$ cat config.mk
export PLATFORM = sky130hd
export DESIGN_NAME = msb_first_bit_packer_vlq
export DESIGN_NICKNAME = d
export VERILOG_FILES = /design/src/rtl/mbpv_pkg.sv /design/src/rtl/mbpv_load.sv /design/src/rtl/msb_first_bit_packer_vlq.sv
export SDC_FILE = /design/constraint.sdc
export NUM_CORES = 1
export LEC_CHECK = 0
export ABC_AREA = 1
export BUFFER_PORTS_ARGS = -buffer_cell sky130_fd_sc_hd__buf_4
export CAP_MARGIN = 0
export CELL_PAD_IN_SITES_DETAIL_PLACEMENT = 1
export CELL_PAD_IN_SITES_GLOBAL_PLACEMENT = 1
export CORE_MARGIN = 2
export CORE_UTILIZATION = 40
export DETAILED_ROUTE_END_ITERATION = 8
export PLACE_DENSITY_LB_ADDON = 0.1
export SLEW_MARGIN = 40
export SYNTH_ARGS = -nofsm -noshare
export SYNTH_HDL_FRONTEND = slang
export SYNTH_SLANG_ARGS = --single-unit
export TNS_END_PERCENT = 30
$ cat constraint.sdc
create_clock -name clk -period 3.5 [get_ports clk]
set_input_delay 0.175 -clock clk [delete_from_list [all_inputs] [get_ports clk]]
set_output_delay 0.175 -clock clk [all_outputs]
set_load 0.005 [all_outputs]
$ cat src/rtl/mbpv_pkg.sv
// shared types and constants for the msb-first bit packer with vlq encoding
package mbpv_pkg;

    // command codes
    localparam logic [1:0] CMD_WRITE = 2'd0;
    localparam logic [1:0] CMD_VLQ   = 2'd1;
    localparam logic [1:0] CMD_FLUSH = 2'd2;

    // widths of the packing datapath
    localparam int unsigned MAX_FIELD_BITS = 32;
    localparam int unsigned ACC_W          = 40;
    localparam int unsigned TOT_W          = 6;
    localparam int unsigned REM_W          = 25;

    localparam logic [TOT_W-1:0] FIELD_MAX  = 6'd32;
    localparam logic [TOT_W-1:0] BYTE_BITS  = 6'd8;
    localparam logic [TOT_W-1:0] ACC_BITS   = 6'd40;
    localparam logic [7:0]       GROUP_MASK = 8'h7f;
    localparam logic [7:0]       GROUP_MORE = 8'h80;

    // one input item
    typedef struct packed {
        logic [1:0]  command;
        logic [31:0] value;
        logic [5:0]  bit_count;
    } item_t;

    // one result item
    typedef struct packed {
        logic [7:0] out_byte;
        logic       last;
    } result_t;

    // request to the shared load unit
    typedef struct packed {
        logic [6:0]       pend_bits;
        logic [2:0]       pend_count;
        logic [31:0]      bits;
        logic [TOT_W-1:0] count;
    } load_req_t;

    // accumulator produced by the shared load unit
    typedef struct packed {
        logic [ACC_W-1:0] acc;
        logic [TOT_W-1:0] total;
    } load_res_t;

endpackage

$ cat src/rtl/mbpv_load.sv
// shared load unit: masks a field and places it after the pending bits, msb aligned
module mbpv_load (
    input  mbpv_pkg::load_req_t req,
    output mbpv_pkg::load_res_t res
);

    logic [32:0]                      mask;
    logic [31:0]                      bits_masked;
    logic [mbpv_pkg::TOT_W-1:0]       shamt;
    logic [mbpv_pkg::ACC_W-1:0]       field;
    logic [mbpv_pkg::ACC_W-1:0]       pend;

    // keep only the low count bits of the field
    always_comb
    begin
        mask        = (33'd1 << req.count) - 33'd1;
        bits_masked = req.bits & mask[31:0];
    end

    // field ends right below the pending bits plus its own length
    always_comb
    begin
        shamt = mbpv_pkg::ACC_BITS - {3'b000, req.pend_count} - req.count;
        field = {8'h00, bits_masked} << shamt;
        pend  = {req.pend_bits, 33'd0};
        res.acc   = pend | field;
        res.total = {3'b000, req.pend_count} + req.count;
    end

endmodule

$ cat src/rtl/msb_first_bit_packer_vlq.sv
// top level: packs fields and vlq quantities msb first; one byte per cycle unless stalled
// Each accepted write or vlq is loaded into a 40-bit msb-aligned accumulator in its accept
// cycle by one shared mask-and-shift unit; the sequencer then emits one completed byte per
// cycle into the output register while stall is low. A write emits 0 to 4 completed bytes,
// a vlq one byte per 7-bit group (1 to 5), the next group being reloaded through the same
// unit as the previous byte leaves, and a flush one byte if bits are pending. An item that
// emits nothing leaves the block ready in the next cycle. The last result of an item
// carries last set; the pending partial byte persists between items until a flush.
module msb_first_bit_packer_vlq (
    input  logic              clk,
    input  logic              rst_n,
    input  logic              item_valid,
    output logic              item_stall,
    input  mbpv_pkg::item_t   item,
    output logic              result_valid,
    input  logic              result_stall,
    output mbpv_pkg::result_t result
);

    typedef enum logic {
        ST_IDLE,
        ST_EMIT
    } state_t;

    state_t                          state_reg, state_next;
    logic [mbpv_pkg::ACC_W-1:0]      acc_reg, acc_next;
    logic [mbpv_pkg::TOT_W-1:0]      tot_reg, tot_next;
    logic [mbpv_pkg::REM_W-1:0]      rem_reg, rem_next;
    logic                            vlq_reg, vlq_next;
    logic                            out_valid_reg, out_valid_next;
    mbpv_pkg::result_t               out_data_reg, out_data_next;

    mbpv_pkg::load_req_t             load_req;
    mbpv_pkg::load_res_t             load_res;

    logic                            accept;
    logic                            out_free;
    logic [mbpv_pkg::ACC_W-1:0]      acc_shift;
    logic [mbpv_pkg::TOT_W-1:0]      tot_dec;
    logic                            more_group;
    logic                            group_end;
    logic                            byte_last;
    logic [mbpv_pkg::TOT_W-1:0]      field_count;
    logic                            first_more;

    // handshake
    assign item_stall   = (state_reg != ST_IDLE);
    assign accept       = item_valid && !item_stall;
    assign out_free     = !out_valid_reg || !result_stall;
    assign result_valid = out_valid_reg;
    assign result       = out_data_reg;

    // emit step: drop the top byte of the accumulator
    always_comb
    begin
        acc_shift  = {acc_reg[mbpv_pkg::ACC_W-9:0], 8'h00};
        tot_dec    = tot_reg - mbpv_pkg::BYTE_BITS;
        more_group = vlq_reg && (rem_reg != '0);
        group_end  = (tot_dec < mbpv_pkg::BYTE_BITS);
        byte_last  = group_end && !more_group;
    end

    // field length saturates at 32 bits
    always_comb
    begin
        field_count = (item.bit_count > mbpv_pkg::FIELD_MAX) ? mbpv_pkg::FIELD_MAX
                                                             : item.bit_count;
        first_more  = (item.value[31:7] != '0);
    end

    // request mux for the shared load unit
    always_comb
    begin
        if (state_reg == ST_IDLE)
        begin
            load_req.pend_bits  = acc_reg[mbpv_pkg::ACC_W-1:mbpv_pkg::ACC_W-7];
            load_req.pend_count = tot_reg[2:0];
            if (item.command == mbpv_pkg::CMD_VLQ)
            begin
                load_req.bits  = {24'd0,
                                  (item.value[7:0] & mbpv_pkg::GROUP_MASK)
                                  | (first_more ? mbpv_pkg::GROUP_MORE : 8'h00)};
                load_req.count = mbpv_pkg::BYTE_BITS;
            end
            else
            begin
                load_req.bits  = item.value;
                load_req.count = field_count;
            end
        end
        else
        begin
            load_req.pend_bits  = acc_shift[mbpv_pkg::ACC_W-1:mbpv_pkg::ACC_W-7];
            load_req.pend_count = tot_dec[2:0];
            load_req.bits       = {24'd0,
                                   (rem_reg[7:0] & mbpv_pkg::GROUP_MASK)
                                   | ((rem_reg[mbpv_pkg::REM_W-1:7] != '0)
                                      ? mbpv_pkg::GROUP_MORE : 8'h00)};
            load_req.count      = mbpv_pkg::BYTE_BITS;
        end
    end

    mbpv_load u_load (
        .req (load_req),
        .res (load_res)
    );

    // sequencer next state
    always_comb
    begin
        state_next     = state_reg;
        acc_next       = acc_reg;
        tot_next       = tot_reg;
        rem_next       = rem_reg;
        vlq_next       = vlq_reg;
        out_valid_next = out_valid_reg && result_stall;
        out_data_next  = out_data_reg;

        unique case (state_reg)
            ST_IDLE:
            begin
                if (accept)
                begin
                    unique case (item.command)
                        mbpv_pkg::CMD_WRITE:
                        begin
                            acc_next   = load_res.acc;
                            tot_next   = load_res.total;
                            vlq_next   = 1'b0;
                            if (load_res.total >= mbpv_pkg::BYTE_BITS)
                            begin
                                state_next = ST_EMIT;
                            end
                        end
                        mbpv_pkg::CMD_VLQ:
                        begin
                            acc_next   = load_res.acc;
                            tot_next   = load_res.total;
                            rem_next   = item.value[31:7];
                            vlq_next   = 1'b1;
                            state_next = ST_EMIT;
                        end
                        mbpv_pkg::CMD_FLUSH:
                        begin
                            // pending bits are already msb aligned with zeros below
                            if (tot_reg[2:0] != 3'd0)
                            begin
                                tot_next   = mbpv_pkg::BYTE_BITS;
                                vlq_next   = 1'b0;
                                state_next = ST_EMIT;
                            end
                        end
                        default:
                        begin
                            // unused code: item ignored
                        end
                    endcase
                end
            end
            ST_EMIT:
            begin
                if (out_free)
                begin
                    out_valid_next         = 1'b1;
                    out_data_next.out_byte = acc_reg[mbpv_pkg::ACC_W-1:mbpv_pkg::ACC_W-8];
                    out_data_next.last     = byte_last;
                    if (more_group && group_end)
                    begin
                        // reload the next vlq group behind the remaining bits
                        acc_next = load_res.acc;
                        tot_next = load_res.total;
                        rem_next = rem_reg >> 7;
                    end
                    else
                    begin
                        acc_next = acc_shift;
                        tot_next = tot_dec;
                        if (group_end)
                        begin
                            state_next = ST_IDLE;
                        end
                    end
                end
            end
            default:
            begin
                state_next = ST_IDLE;
            end
        endcase
    end

    // state and registered outputs
    always_ff @(posedge clk or negedge rst_n)
    begin
        if (!rst_n)
        begin
            state_reg     <= ST_IDLE;
            acc_reg       <= '0;
            tot_reg       <= '0;
            rem_reg       <= '0;
            vlq_reg       <= 1'b0;
            out_valid_reg <= 1'b0;
            out_data_reg  <= '0;
        end
        else
        begin
            state_reg     <= state_next;
            acc_reg       <= acc_next;
            tot_reg       <= tot_next;
            rem_reg       <= rem_next;
            vlq_reg       <= vlq_next;
            out_valid_reg <= out_valid_next;
            out_data_reg  <= out_data_next;
        end
    end

endmodule

==> results_dict.tcl <==
set metrics [dict create \
    status "finished, final reports clean" \
    dieArea_sq_um 21100 \
    cp.required_ns 3.75 \
    final_util 0.468 \
    cp_max_fo 16 \
    relSlewSlack 0.563 \
    place_congestion 1.01 \
    drive_above_1_share 0.152 \
    hold_viol_final 0 \
    endpoint_kind "flip-flop" \
    nFillCells 2720 \
    dp.cells 1585 \
    ff2ff_setup_slack_ns 0.23 \
    ys.flop_type "dfrtp_1" \
    cts_tree "built" \
    startpoint "item_stall" \
    syn_area_sq_um 7970 \
    critPathMostFrequentCell "nand2_1" \
    hold_path_depth 3 \
    async_flop_share 1.00 \
    nNetsFinal 1396 \
    synth.avg_cell_area_sq_um 6.15 \
    synth_nets 1352 \
    drcViolationCount 0 \
    cpPeakStageDelay_ns 0.43 \
    drtIter0Drc 755 \
    drt_first_pass_iters 4 \
    worstHoldStart "result_stall" \
    via_per_inst 5.64 \
    reg2reg_depth 24 \
    grt_usage 0.310 \
    whs_endpoint "result_valid" \
    rr_startpoint "item_stall" \
    crit_cells 24 \
    antenna_found_initial 0 \
    grt_max_degree 65 \
    routedWlPerCell_um 20.2 \
    die_x_um 145 \
    synth-edff-count 0 \
    rsz0062_at_grt "true" \
    area_growth_syn_to_layout_pct 14.6 \
    cts_made_buffers 9 \
    htree_levels 3 \
    core_area_sq_um 19500 \
    max_freq_ghz 0.306 \
    initial_core_util 0.408 \
    cts.sinks 83 \
    cts_buffer_depth 2 \
    worstSetupPathType "flip-flop to flip-flop" \
    finalCriticalPeriod_ns 3.27 \
    hold_class "input port to flip-flop" \
    dieHeight_um 145 \
    multi_input_area_sq_um 5110 \
    dr_total_vias 9072 \
    worst_slew_pin_slew_ns 0.656 \
    timing.final.crit_share 0.935 \
    num_rows 51 \
    wl_um 32500 \
    n_antenna_cell 0 \
    grt_pass1_wl_um 51000 \
    clk_latency_ns 0.37 \
    crit_buf_inv 3 \
    clk_pin_slew_ns 0.09 \
    io_buffer_count 54 \
    path_cells "inv_6 -> nand3_2 -> inv_2 -> nand2_4 -> buf_4 -> nand4_1 -> ha_2 -> nand2_1 -> nor2_4 -> nand2_4 -> nor2_2 -> nand3_1 -> nand3_2 -> nand2_1 -> nand3_1 -> nand2_1 -> nand2_1 -> nand2_1 -> nor2_2 -> nand3_1 -> nand2_1 -> nand2_1 -> nand2_1 -> nand2_1" \
    syn_inst 1295 \
    grt_overflow_total 0 \
    cp_slowest_cell "dfrtp_1" \
    rr_endpoint "acc_reg[32]" \
    hold_slack_ns 0.0169 \
    worstPathArrival_ns 3.52 \
    io_pins 55 \
    cp-start-kind "flip-flop" \
    crit_family "simple AND/OR/NAND/NOR gates" \
    yosysSeqAreaShare 0.261 \
    ff_latch_area_sq_um 2080 \
    setup_viol 0 \
    synth-seq-cells 83 \
    cts_root_buf "clkbuf_16" \
    synth.distinct_cells 54 \
    ys_warn_count 0 \
    drv_cap 0 \
    grt_pass1_vias 9128 \
    largest_reg_flops 40 \
    hpwl_um 25500 \
    fin_skew_ns 0.0189 \
    slew_viol_final 0 \
    final_cells 1609 \
    postRouteAntennaNets 0 \
]
-- layout by cell type, fill, tap and decap left out, types with 3 or more instances in the layout --
master and n:
a21oi_1 27, a22oi_1 6, a2bb2oi_1 12, a31oi_1 5, buf_4 93, clkbuf_16 9
clkinv_1 4, clkinvlp_4 5, dfrtp_1 83, ha_1 9, inv_1 126, inv_2 14
inv_8 3, nand2_1 396, nand2_2 4, nand2_4 4, nand3_1 156, nand3_2 16
nand4_1 53, nand4_2 7, nor2_1 100, nor2_2 17, nor2_4 9, nor3_1 11
nor4_1 8, o2111ai_1 3, o211ai_1 3, o21ai_0 89, o21ai_1 21, o22ai_1 4
o32ai_1 5, or2_2 4
-- routing by layer --
layer  GRT usage  up-vias  part of all wire
met5           0        -                 0
met2       0.488      244              0.45
met1       0.428     4407              0.46
met3      0.0594       58             0.062
li1            -     4363                 -
met4       0.104        0             0.029
-- cell type report --
cell class / count / area share
multi-input combinational: 1000 / 0.560
timing repair buffer: 96 / 0.0810
sequential: 83 / 0.227
tap: 265 / 0.0363
inverter: 148 / 0.0622
timing repair inverter: 1 / 0.000822
clock buffer: 9 / 0.0247
clock inverter: 7 / 0.00795
-- worst max path at each step --
stage,to,slack [ns]
after global routing,acc_reg[32],-0.05
final,acc_reg[32],0.23
after CTS,acc_reg[32],0.08
after global placement,acc_reg[32],0.07
after floorplan,acc_reg[35],0.09
after detailed placement,acc_reg[32],0.004
-- kinds of logic (layout without fill, tap and decap cells) --
group | count (synthesis) | after routing | share of synthesized area
AOI/OAI and AO/OA | 187 | 187 | 0.137
xor gates and xnor gates | 6 | 6 | 0.00895
adders and majority gates | 13 | 13 | 0.0232
buffers and inverters | 212 | 261 | 0.109
DFF | 83 | 83 | 0.261
muxes | 2 | 2 | 0.00267
and+or+nand+nor | 792 | 792 | 0.458
-- cells in the mapped netlist (all sizes together) (3+ instances only) --
cell,count,area share
xor2,4,0.0044
nor4,8,0.0063
ha,10,0.016
buf,24,0.020
o21ai,111,0.070
o22ai,4,0.0031
nand2,404,0.20
a22oi,7,0.0072
o2111ai,3,0.0033
o32ai,5,0.0055
inv,142,0.068
nand4,60,0.053
a2bb2oi,12,0.013
a21oi,28,0.019
nand3,173,0.12
dfrtp,83,0.26
nor3,12,0.0075
clkinv,6,0.0030
fa,3,0.0075
nor2,126,0.071
clkbuf,40,0.019
a31oi,6,0.0047
o211ai,3,0.0028
or2,5,0.0039
-- per-stage QoR --
step / instance area, sq um / TNS, ns / setup WS, ns
global placement: 8690 / 0 / 0.0666
CTS: 9010 / 0 / 0.0763
finish: 9130 / 0 / 0.228
detailed placement: 8690 / 0 / 0.00395
floorplan: 7970 / 0 / 0.0883
global route: 9130 / -0.155 / -0.0454
-- timing repair --
item | 4_1_cts | 5_1_grt
pin swaps | 0 | 5
endpoints found under the hold margin | 63 | 0
cloned | 0 | 1
setup endpoints to repair | 1 | 25
setup buffers | 0 | 6
hold buffers | 1 | 0
gates resized for setup | 1 | 17
-- worst reg2reg max path, stage by stage (launching register included) --
cell     delay [ns]
dfrtp_1        0.43
inv_6          0.14
nand3_2        0.13
inv_2          0.09
nand2_4        0.05
buf_4          0.20
nand4_1        0.12
ha_2           0.22
nand2_1        0.09
nor2_4         0.21
nand2_4        0.11
nor2_2         0.15
nand3_1        0.11
nand3_2        0.12
nand2_1        0.08
nand3_1        0.11
nand2_1        0.08
nand2_1        0.06
nand2_1        0.05
nor2_2         0.17
nand3_1        0.11
nand2_1        0.07
nand2_1        0.04
nand2_1        0.13
nand2_1        0.06
Power is left out: the tool's default activity adds up to more than one toggle a clock period on the data nets, which glitch-free logic cannot reach.
